`src/rtl/keyboard_joint_jog_controller_unit_defines.svh`:
```
// ----------------------------------------------------------------------------
// Keyboard joint jog controller - assertion macros
// Shared concurrent assertion forms for the jog controller RTL.
// ----------------------------------------------------------------------------
`ifndef KEYBOARD_JOINT_JOG_CONTROLLER_UNIT_DEFINES_SVH
`define KEYBOARD_JOINT_JOG_CONTROLLER_UNIT_DEFINES_SVH

// same-cycle implication, disabled in reset
`define KJJ_ASSERT_SAME(label, clk, rst, ante, cons) \
   label: assert property (@(posedge clk) disable iff (rst) (ante) |-> (cons)) \
      else $error("kjj assertion failed");

// next-cycle implication, disabled in reset
`define KJJ_ASSERT_NEXT(label, clk, rst, ante, cons) \
   label: assert property (@(posedge clk) disable iff (rst) (ante) |=> (cons)) \
      else $error("kjj assertion failed");

`endif

```
`src/rtl/kjj_pkg.sv`:
```
// ----------------------------------------------------------------------------
// kjj_pkg
// Types, constants and key map for the keyboard joint jog controller.
// ----------------------------------------------------------------------------
package kjj_pkg;

   localparam int SCAN_WIDTH      = 8;
   localparam int POS_WIDTH       = 8;
   localparam int COUNT_WIDTH     = 8;
   localparam int NUM_KEYS        = 10;
   localparam int MAX_JOINTS      = 5;
   localparam int NUM_JOINTS_DEFAULT = 5;
   localparam int CSR_INDEX_WIDTH = 8;
   localparam int CSR_DATA_WIDTH  = 32;

   localparam logic [SCAN_WIDTH-1:0]  BREAK_PREFIX = 8'hF0;
   localparam logic [POS_WIDTH-1:0]   HOME_POS     = 8'd90;
   localparam logic [COUNT_WIDTH-1:0] COUNT_MAX    = 8'hFF;

   localparam logic [CSR_INDEX_WIDTH-1:0] REG_ACCEL_THRESHOLD = 8'd0;
   localparam logic [CSR_INDEX_WIDTH-1:0] REG_SLOW_STEP       = 8'd1;
   localparam logic [CSR_INDEX_WIDTH-1:0] REG_FAST_STEP       = 8'd2;
   localparam logic [CSR_INDEX_WIDTH-1:0] REG_POSITION_MAX    = 8'd3;

   localparam logic [7:0] RESET_ACCEL_THRESHOLD = 8'd20;
   localparam logic [7:0] RESET_SLOW_STEP       = 8'd1;
   localparam logic [7:0] RESET_FAST_STEP       = 8'd10;
   localparam logic [7:0] RESET_POSITION_MAX    = 8'd180;

   localparam logic [SCAN_WIDTH-1:0] KEY_CODES [NUM_KEYS] = '{
      8'h1C, 8'h1A, 8'h1B, 8'h22, 8'h23, 8'h21, 8'h2B, 8'h2A, 8'h34, 8'h32
   };

   typedef struct packed {
      logic [7:0] accel_threshold;
      logic [7:0] slow_step;
      logic [7:0] fast_step;
      logic [7:0] position_max;
   } cfg_type;

   typedef struct packed {
      logic                  fire;
      logic                  byte_valid;
      logic [SCAN_WIDTH-1:0] scan_byte;
   } tick_type;

endpackage

```
`src/rtl/kjj_if.sv`:
```
// ----------------------------------------------------------------------------
// kjj channel interfaces
// Request, response and register write channels with valid/ready handshake.
// ----------------------------------------------------------------------------
interface kjj_req_if;
   logic                            valid;
   logic                            ready;
   logic                            byte_valid;
   logic [kjj_pkg::SCAN_WIDTH-1:0]  scan_byte;

   modport source (output valid, output byte_valid, output scan_byte, input ready);
   modport sink   (input valid, input byte_valid, input scan_byte, output ready);
endinterface

interface kjj_rsp_if;
   logic                           valid;
   logic                           ready;
   logic [kjj_pkg::NUM_KEYS-1:0]   key_mask;
   logic [kjj_pkg::POS_WIDTH-1:0]  joint0_position;
   logic [kjj_pkg::POS_WIDTH-1:0]  joint1_position;
   logic [kjj_pkg::POS_WIDTH-1:0]  joint2_position;
   logic [kjj_pkg::POS_WIDTH-1:0]  joint3_position;
   logic [kjj_pkg::POS_WIDTH-1:0]  joint4_position;

   modport source (output valid, output key_mask, output joint0_position,
                   output joint1_position, output joint2_position,
                   output joint3_position, output joint4_position, input ready);
   modport sink   (input valid, input key_mask, input joint0_position,
                   input joint1_position, input joint2_position,
                   input joint3_position, input joint4_position, output ready);
endinterface

interface kjj_csr_if;
   logic                                valid;
   logic                                ready;
   logic [kjj_pkg::CSR_INDEX_WIDTH-1:0] index;
   logic [kjj_pkg::CSR_DATA_WIDTH-1:0]  data;

   modport source (output valid, output index, output data, input ready);
   modport sink   (input valid, input index, input data, output ready);
endinterface

```
`src/rtl/kjj_key_tracker.sv`:
```
// ----------------------------------------------------------------------------
// kjj_key_tracker
// Break prefix flag and held-key flags, updated from one scan byte per tick.
// ----------------------------------------------------------------------------
module kjj_key_tracker (
   input  logic                           clock,
   input  logic                           reset,
   input  kjj_pkg::tick_type              tick,
   output logic [kjj_pkg::NUM_KEYS-1:0]   key_held_next
);
   import kjj_pkg::*;

   logic                release_pending_ff;
   logic                release_pending_in;
   logic [NUM_KEYS-1:0] key_held_ff;
   logic [NUM_KEYS-1:0] key_held_in;

   always_comb begin
      release_pending_in = release_pending_ff;
      key_held_in        = key_held_ff;
      if (tick.byte_valid) begin
         if (tick.scan_byte == BREAK_PREFIX) begin
            release_pending_in = 1'b1;
         end else begin
            for (int k = 0; k < NUM_KEYS; k++) begin
               if (tick.scan_byte == KEY_CODES[k]) begin
                  key_held_in[k] = !release_pending_ff;
               end
            end
            release_pending_in = 1'b0;
         end
      end
   end

   always_ff @(posedge clock) begin
      if (reset) begin
         release_pending_ff <= 1'b0;
         key_held_ff        <= '0;
      end else if (tick.fire) begin
         release_pending_ff <= release_pending_in;
         key_held_ff        <= key_held_in;
      end
   end

   assign key_held_next = key_held_in;

endmodule

```
`src/rtl/kjj_joint_lane.sv`:
```
// ----------------------------------------------------------------------------
// kjj_joint_lane
// One joint: raise/lower hold counters, step select and clamped position.
// ----------------------------------------------------------------------------
module kjj_joint_lane (
   input  logic                          clock,
   input  logic                          reset,
   input  logic                          fire,
   input  logic                          up_held,
   input  logic                          dn_held,
   input  kjj_pkg::cfg_type              cfg,
   output logic [kjj_pkg::POS_WIDTH-1:0] position_next
);
   import kjj_pkg::*;

   logic [COUNT_WIDTH-1:0] up_count_ff;
   logic [COUNT_WIDTH-1:0] up_count_in;
   logic [COUNT_WIDTH-1:0] dn_count_ff;
   logic [COUNT_WIDTH-1:0] dn_count_in;
   logic [POS_WIDTH-1:0]   position_ff;
   logic [POS_WIDTH-1:0]   position_in;
   logic [POS_WIDTH-1:0]   up_step;
   logic [POS_WIDTH-1:0]   dn_step;
   logic [POS_WIDTH:0]     raised;
   logic [POS_WIDTH-1:0]   after_raise;

   always_comb begin
      up_count_in = '0;
      if (up_held) begin
         up_count_in = (up_count_ff == COUNT_MAX) ? up_count_ff : up_count_ff + 1'b1;
      end
      dn_count_in = '0;
      if (dn_held) begin
         dn_count_in = (dn_count_ff == COUNT_MAX) ? dn_count_ff : dn_count_ff + 1'b1;
      end
      up_step = (up_count_in > cfg.accel_threshold) ? cfg.fast_step : cfg.slow_step;
      dn_step = (dn_count_in > cfg.accel_threshold) ? cfg.fast_step : cfg.slow_step;

      raised      = {1'b0, position_ff} + {1'b0, up_step};
      after_raise = position_ff;
      if (up_held) begin
         after_raise = (raised > {1'b0, cfg.position_max}) ?
                       cfg.position_max : raised[POS_WIDTH-1:0];
      end

      position_in = after_raise;
      if (dn_held) begin
         position_in = (dn_step > after_raise) ? '0 : after_raise - dn_step;
      end
   end

   always_ff @(posedge clock) begin
      if (reset) begin
         up_count_ff <= '0;
         dn_count_ff <= '0;
         position_ff <= HOME_POS;
      end else if (fire) begin
         up_count_ff <= up_count_in;
         dn_count_ff <= dn_count_in;
         position_ff <= position_in;
      end
   end

   assign position_next = position_in;

endmodule

```
`src/rtl/keyboard_joint_jog_controller_unit.sv`:
```
// ----------------------------------------------------------------------------
// keyboard_joint_jog_controller_unit
// Keyboard driven jog of up to five joints with hold-time acceleration.
// ----------------------------------------------------------------------------
// One response per request, one request per cycle sustained while the response
// channel does not stall. A request is captured in an input register; when the
// output register is free, the key flags and every joint lane update in a single
// pass and the response is loaded into the output register.
// The sustained rate is set by the key/lane state update loop, which closes in a single pass.
// Registers may be written only while no request is in flight.
// ----------------------------------------------------------------------------
`include "keyboard_joint_jog_controller_unit_defines.svh"

module keyboard_joint_jog_controller_unit #(
   parameter int NUM_JOINTS = kjj_pkg::NUM_JOINTS_DEFAULT
) (
   input  logic      clock,
   input  logic      reset,
   kjj_req_if.sink   req_chan,
   kjj_rsp_if.source rsp_chan,
   kjj_csr_if.sink   csr_chan
);
   import kjj_pkg::*;

   cfg_type               cfg_ff;
   cfg_type               cfg_in;

   logic                  s1_valid_ff;
   logic                  s1_byte_valid_ff;
   logic [SCAN_WIDTH-1:0] s1_scan_byte_ff;

   logic                  rsp_valid_ff;
   logic [NUM_KEYS-1:0]   rsp_key_mask_ff;
   logic [POS_WIDTH-1:0]  rsp_pos_ff [MAX_JOINTS];

   logic                  out_free;
   logic                  advance;
   logic                  req_take;
   tick_type              tick;
   logic [NUM_KEYS-1:0]   key_held_next;
   logic [POS_WIDTH-1:0]  pos_next [MAX_JOINTS];

   // register writes
   assign csr_chan.ready = 1'b1;

   always_comb begin
      cfg_in = cfg_ff;
      if (csr_chan.valid) begin
         case (csr_chan.index)
            REG_ACCEL_THRESHOLD: cfg_in.accel_threshold = csr_chan.data[7:0];
            REG_SLOW_STEP:       cfg_in.slow_step       = csr_chan.data[7:0];
            REG_FAST_STEP:       cfg_in.fast_step       = csr_chan.data[7:0];
            REG_POSITION_MAX:    cfg_in.position_max    = csr_chan.data[7:0];
            default:             cfg_in = cfg_ff;
         endcase
      end
   end

   always_ff @(posedge clock) begin
      if (reset) begin
         cfg_ff.accel_threshold <= RESET_ACCEL_THRESHOLD;
         cfg_ff.slow_step       <= RESET_SLOW_STEP;
         cfg_ff.fast_step       <= RESET_FAST_STEP;
         cfg_ff.position_max    <= RESET_POSITION_MAX;
      end else begin
         cfg_ff <= cfg_in;
      end
   end

   // pipeline control
   assign out_free       = !rsp_valid_ff || rsp_chan.ready;
   assign advance        = s1_valid_ff && out_free;
   assign req_chan.ready = !s1_valid_ff || advance;
   assign req_take       = req_chan.valid && req_chan.ready;

   always_ff @(posedge clock) begin
      if (reset) begin
         s1_valid_ff <= 1'b0;
      end else if (req_chan.ready) begin
         s1_valid_ff <= req_chan.valid;
      end
   end

   always_ff @(posedge clock) begin
      if (req_take) begin
         s1_byte_valid_ff <= req_chan.byte_valid;
         s1_scan_byte_ff  <= req_chan.scan_byte;
      end
   end

   assign tick.fire       = advance;
   assign tick.byte_valid = s1_byte_valid_ff;
   assign tick.scan_byte  = s1_scan_byte_ff;

   kjj_key_tracker u_keys (
      .clock         (clock),
      .reset         (reset),
      .tick          (tick),
      .key_held_next (key_held_next)
   );

   for (genvar j = 0; j < MAX_JOINTS; j++) begin : g_lane
      if (j < NUM_JOINTS) begin : g_used
         kjj_joint_lane u_lane (
            .clock         (clock),
            .reset         (reset),
            .fire          (advance),
            .up_held       (key_held_next[2*j]),
            .dn_held       (key_held_next[2*j+1]),
            .cfg           (cfg_ff),
            .position_next (pos_next[j])
         );
      end else begin : g_unused
         assign pos_next[j] = '0;
      end
   end

   // response register
   always_ff @(posedge clock) begin
      if (reset) begin
         rsp_valid_ff <= 1'b0;
      end else if (out_free) begin
         rsp_valid_ff <= s1_valid_ff;
      end
   end

   always_ff @(posedge clock) begin
      if (advance) begin
         rsp_key_mask_ff <= key_held_next;
         for (int j = 0; j < MAX_JOINTS; j++) begin
            rsp_pos_ff[j] <= pos_next[j];
         end
      end
   end

   assign rsp_chan.valid           = rsp_valid_ff;
   assign rsp_chan.key_mask        = rsp_key_mask_ff;
   assign rsp_chan.joint0_position = rsp_pos_ff[0];
   assign rsp_chan.joint1_position = rsp_pos_ff[1];
   assign rsp_chan.joint2_position = rsp_pos_ff[2];
   assign rsp_chan.joint3_position = rsp_pos_ff[3];
   assign rsp_chan.joint4_position = rsp_pos_ff[4];

   // checks
   `KJJ_ASSERT_NEXT(a_advance_loads_rsp, clock, reset, advance, rsp_valid_ff)
   `KJJ_ASSERT_NEXT(a_stalled_s1_holds, clock, reset, s1_valid_ff && !out_free, s1_valid_ff)
   `KJJ_ASSERT_SAME(a_take_only_when_free, clock, reset, req_take && s1_valid_ff, advance)

endmodule

```
`src/flat_wrapper.sv`:
```
// flat-port wrapper written by rule: the top's interface ports become plain ports
module keyboard_joint_jog_controller_unit_flat import kjj_pkg::*;
#(
   parameter int NUM_JOINTS = kjj_pkg::NUM_JOINTS_DEFAULT
)
  (clock, reset, req_chan_valid, req_chan_byte_valid, req_chan_scan_byte, req_chan_ready, rsp_chan_valid, rsp_chan_key_mask, rsp_chan_joint0_position, rsp_chan_joint1_position, rsp_chan_joint2_position, rsp_chan_joint3_position, rsp_chan_joint4_position, rsp_chan_ready, csr_chan_valid, csr_chan_index, csr_chan_data, csr_chan_ready);
  kjj_req_if req_chan_i ();
  kjj_rsp_if rsp_chan_i ();
  kjj_csr_if csr_chan_i ();
  input  logic clock;
  input  logic reset;
  input wire logic [$bits(req_chan_i.valid)-1:0] req_chan_valid;
  input wire logic [$bits(req_chan_i.byte_valid)-1:0] req_chan_byte_valid;
  input wire logic [$bits(req_chan_i.scan_byte)-1:0] req_chan_scan_byte;
  output wire logic [$bits(req_chan_i.ready)-1:0] req_chan_ready;
  output wire logic [$bits(rsp_chan_i.valid)-1:0] rsp_chan_valid;
  output wire logic [$bits(rsp_chan_i.key_mask)-1:0] rsp_chan_key_mask;
  output wire logic [$bits(rsp_chan_i.joint0_position)-1:0] rsp_chan_joint0_position;
  output wire logic [$bits(rsp_chan_i.joint1_position)-1:0] rsp_chan_joint1_position;
  output wire logic [$bits(rsp_chan_i.joint2_position)-1:0] rsp_chan_joint2_position;
  output wire logic [$bits(rsp_chan_i.joint3_position)-1:0] rsp_chan_joint3_position;
  output wire logic [$bits(rsp_chan_i.joint4_position)-1:0] rsp_chan_joint4_position;
  input wire logic [$bits(rsp_chan_i.ready)-1:0] rsp_chan_ready;
  input wire logic [$bits(csr_chan_i.valid)-1:0] csr_chan_valid;
  input wire logic [$bits(csr_chan_i.index)-1:0] csr_chan_index;
  input wire logic [$bits(csr_chan_i.data)-1:0] csr_chan_data;
  output wire logic [$bits(csr_chan_i.ready)-1:0] csr_chan_ready;
  assign req_chan_i.valid = req_chan_valid;
  assign req_chan_i.byte_valid = req_chan_byte_valid;
  assign req_chan_i.scan_byte = req_chan_scan_byte;
  assign req_chan_ready = req_chan_i.ready;
  assign rsp_chan_valid = rsp_chan_i.valid;
  assign rsp_chan_key_mask = rsp_chan_i.key_mask;
  assign rsp_chan_joint0_position = rsp_chan_i.joint0_position;
  assign rsp_chan_joint1_position = rsp_chan_i.joint1_position;
  assign rsp_chan_joint2_position = rsp_chan_i.joint2_position;
  assign rsp_chan_joint3_position = rsp_chan_i.joint3_position;
  assign rsp_chan_joint4_position = rsp_chan_i.joint4_position;
  assign rsp_chan_i.ready = rsp_chan_ready;
  assign csr_chan_i.valid = csr_chan_valid;
  assign csr_chan_i.index = csr_chan_index;
  assign csr_chan_i.data = csr_chan_data;
  assign csr_chan_ready = csr_chan_i.ready;
  keyboard_joint_jog_controller_unit #(.NUM_JOINTS(NUM_JOINTS)) u_core (.clock(clock), .reset(reset), .req_chan(req_chan_i), .rsp_chan(rsp_chan_i), .csr_chan(csr_chan_i));
endmodule
```
`config.mk`:
```
export PLATFORM = sky130hd
export DESIGN_NAME = keyboard_joint_jog_controller_unit_flat
export DESIGN_NICKNAME = d
export VERILOG_FILES = /design/src/rtl/kjj_pkg.sv /design/src/rtl/kjj_if.sv /design/src/rtl/kjj_key_tracker.sv /design/src/rtl/kjj_joint_lane.sv /design/src/rtl/keyboard_joint_jog_controller_unit.sv /design/src/flat_wrapper.sv
export VERILOG_INCLUDE_DIRS = /design/src /design/src/rtl
export SDC_FILE = /design/constraint.sdc
export NUM_CORES = 1
export LEC_CHECK = 0
export ABC_CLOCK_PERIOD_IN_PS = 10300
export BUFFER_PORTS_ARGS = -buffer_cell sky130_fd_sc_hd__buf_2
export CAP_MARGIN = 20
export CORE_MARGIN = 4
export CORE_UTILIZATION = 43
export DETAILED_ROUTE_END_ITERATION = 6
export GPL_ROUTABILITY_DRIVEN = 0
export GPL_TIMING_DRIVEN = 0
export MAX_ROUTING_LAYER = met4
export PLACE_DENSITY = 0.68
export SLEW_MARGIN = 10
export SYNTH_ARGS = -nofsm -noshare
export SYNTH_HDL_FRONTEND = slang
export SYNTH_SLANG_ARGS = --single-unit
```
`constraint.sdc`:
```
create_clock -name clock -period 10.3 [get_ports clock]
set_input_delay 0.515 -clock clock [delete_from_list [all_inputs] [get_ports clock]]
set_output_delay 0.515 -clock clock [all_outputs]
set_load 0.03 [all_outputs]
```
==> flow_summary.ini <==
[detailed_routing]
first_iter_violations = 1404
wirelength_mm = 58.36
postRouteAntennaNets = 0
drc_errors = 0
wl_per_cell_microns = 20.97
vias = 16770
drt_pass1_iterations = 6
vias_per_cell = 6.024

[finish]
post-route-cell-area_sq_um = 19840
layout_commonest_cell = nand2_1
layoutNonFillerInstCount = 2783
layout_common_cells = nand2_1 (264), ha_1 (220), nor2_1 (212)
final_layout_size_suffix_gt1_share_pct = 10.35
fin_nets = 2515
fin_util_pct = 48.59
area_growth_pct = 11.77
n_antenna_cell = 0
fillCellCount = 3930

[power]
clkPwrFrac_pct = 46.9
p_int_uw = 1580
pwr-share-seq_pct = 43.4
switchingPower_uw = 558.9
peakVddDrop_uv = 126.4
p_sw_share_pct = 26.13
p_leak_uw = 0.008335
p_per_area_nw_per_um2 = 107.8
p_comb_share_pct = 9.7

[critical_path]
worstSetupPathType = register to register
worstPathRequired_ns = 10.64
crit_family = compound AO/OA/AOI/OAI gates
crit_slowest_cell = edfxtp_1
end_kind = register
crit_buf_inv = 3
worst_path_most_repeated_cell = o21ai_0
path_max_fanout = 10
crit_path_start_kind = register
crit_arrival_ns = 9.95
max_stage_delay_ns = 0.45

[timing]
setup-tns-final_ns = 0
setup_viol = 0
slew_headroom_pct = 19.78
rsz0062_at_grt = yes
setup_ws_ns = 0.6910
fmax_ghz = 0.1041
maxSlewViolCount = 0
post-route-period-util_pct = 93.29
worstMarginPinSlew_ns = 1.203
min_period_ns = 9.609
timing_hold_violations_final = 0
clock-skew-final_ns = 0.04018

[global_routing]
grt_pass1_vias = 16380
grt_pass1_wl_mm = 89.66
grt_max_degree = 40
grt_use_total_pct = 26.21
gr-total-overflow = 0
antenna_found_initial = 0

[floorplan]
die_w_microns = 211.2
start_util_pct = 43.47
fp.dieArea_sq_um = 44590
rows = 74
core_area_sq_um = 40830
boundaryPins = 107
die_h_microns = 211.2

[placement]
dp_hpwl_mm = 42.68
place_area_sq_um = 18860
dp.cells = 2731
dp_worst_setup_slack_ns = 0.3181
portBuffers = 80

[yosys]
synth-main-ff-cell = dfxtp_1
yosys_warnings = 0
ys_ff_latch = 224
syn_avg_cell_area_sq_um = 8.385
synth.distinct_cells = 85
synth_edf_count = 59
yosysTopAreaCellShare_pct = 18.61
synth_top_cell_by_area = dfxtp_1
ys_seq_area_share_pct = 28.59
yosys-top-cells-area = dfxtp_1 (19%), ha_1 (16%), edfxtp_1 (10%)
syn_inst = 2117
netlist_area_sq_um = 17750
async_flop_share_pct = 0
synth_fp_nets = 2401

[clocking]
clkTransAtPathRegs_ns = 0.07
numCtsBuffers = 28
cts.sinks = 224
h-tree-depth = 1
cts_max_path_buffers = 3
clock_latency_ns = 0.59
cts-resized-gates = 0
cts_tree = done
root_buffer = clkbuf_16
cts_setup_buffers = 0
ctsHoldBuffers = 0

[min_path]
min_path_type = input port to register

[flow_run]
max_cap_violations = 0

[outcome]
status = completed
-- final cells by class --
| class | instances | area [sq um] | share of cell area, % |
|---|---|---|---|
| Multi-Input combinational cell | 1734 | 12090 | 60.95 |
| Timing Repair Buffer | 84 | 456.7 | 2.302 |
| Clock inverter | 10 | 120.1 | 0.6054 |
| Buffer | 89 | 359.1 | 1.810 |
| Sequential cell | 224 | 5075 | 25.58 |
| Tap cell | 532 | 665.6 | 3.355 |
| Clock buffer | 40 | 808.3 | 4.074 |
| Inverter | 70 | 262.8 | 1.324 |
-- kinds of logic after synthesis --
group           share of synthesized area [%]
mux                                     10.16
fa+ha+maj                               16.63
compound gates                          17.36
flops                                   28.59
xor+xnor                                4.391
simple gates                            19.38
buf+inv                                 3.461
other cells                           0.02113
-- routing by layer --
metal	wire length, microns	vias to the layer above	part of all wire [%]	global-route usage (%)
met5	0	-	0	-
met4	3510	0	6.0	13.84
met3	4698	219	8.1	3.193
met2	26790	714	46	42.49
met1	23360	7929	40	32.04
li1	-	7904	-	-
-- sequential cells by signal (all words and copies together), names as in the netlist, 8 cells and up --
signal                                   count
u_core.cfg_ff                               32
u_core.g_lane.g_used.u_lane.position_ff     40
u_core.rsp_chan.key_mask                    10
u_core.rsp_pos_ff                           40
u_core.s1_scan_byte_ff                       8
u_core.u_keys.key_held_ff                   10
u_core.g_lane.g_used.u_lane.dn_count_ff     40
u_core.g_lane.g_used.u_lane.up_count_ff     40
-- synth_stat cells, types with 8 or more instances --
master	count
a31oi_1	28
and3_1	38
dfxtp_1	165
o21a_1	20
mux2_2	58
mux2i_1	115
a211oi_1	20
fa_1	10
nor2_1	212
xnor2_1	39
a211o_1	8
clkbuf_1	78
a21oi_1	178
o22ai_1	10
o21ai_0	103
a21o_1	27
nand2_1	264
nor3_1	44
nand4_1	33
o21ai_1	11
inv_1	62
nand3_1	61
ha_1	220
edfxtp_1	59
a22o_1	8
xor2_1	50
nor2b_1	35
nand2b_1	16
-- worst reg2reg max path: cells and delay by family (launching register included) --
kind | cells | cell delay, ns
buffers and inverters | 3 | 0.83
muxes | 3 | 0.98
DFF | 1 | 0.45
AOI/OAI and AO/OA | 16 | 3.62
adders and majority gates | 5 | 1.61
and+or+nand+nor | 10 | 1.72
xor gates and xnor gates | 1 | 0.16
-- worst paths after layout --
path                                                   start  slack, ns  cells after the start                      endpoint
worst max register to register     u_core.s1_scan_byte_ff[4]       0.69                     38      u_core.rsp_pos_ff[0][16]
worst min register to register  u_core.u_keys.key_held_ff[5]       0.46                      2  u_core.u_keys.key_held_ff[5]
worst max-delay path               u_core.s1_scan_byte_ff[4]       0.69                     38      u_core.rsp_pos_ff[0][16]
worst min-delay path                   req_chan_scan_byte[7]       0.09                      1     u_core.s1_scan_byte_ff[7]
-- power by group through the flow --
stage	clock [uW]	sequential, uW	combinational [uW]
3_3_place_gp	0	948	197
4_1_cts	1020	928	204
2_1_floorplan	0	960	118
5_1_grt	1050	929	223
3_5_place_dp	0	947	203
6_report	1000	928	208
-- through the flow --
step / power [uW] / hold WS (ns)
4_1_cts: 2148 / 0.08062
6_report: 2139 / 0.09435
3_5_place_dp: 1150 / 0.4498
3_3_place_gp: 1145 / 0.4414
5_1_grt: 2205 / 0.08797
2_1_floorplan: 1078 / 0.4357
(Power assumes the default switching activity.)
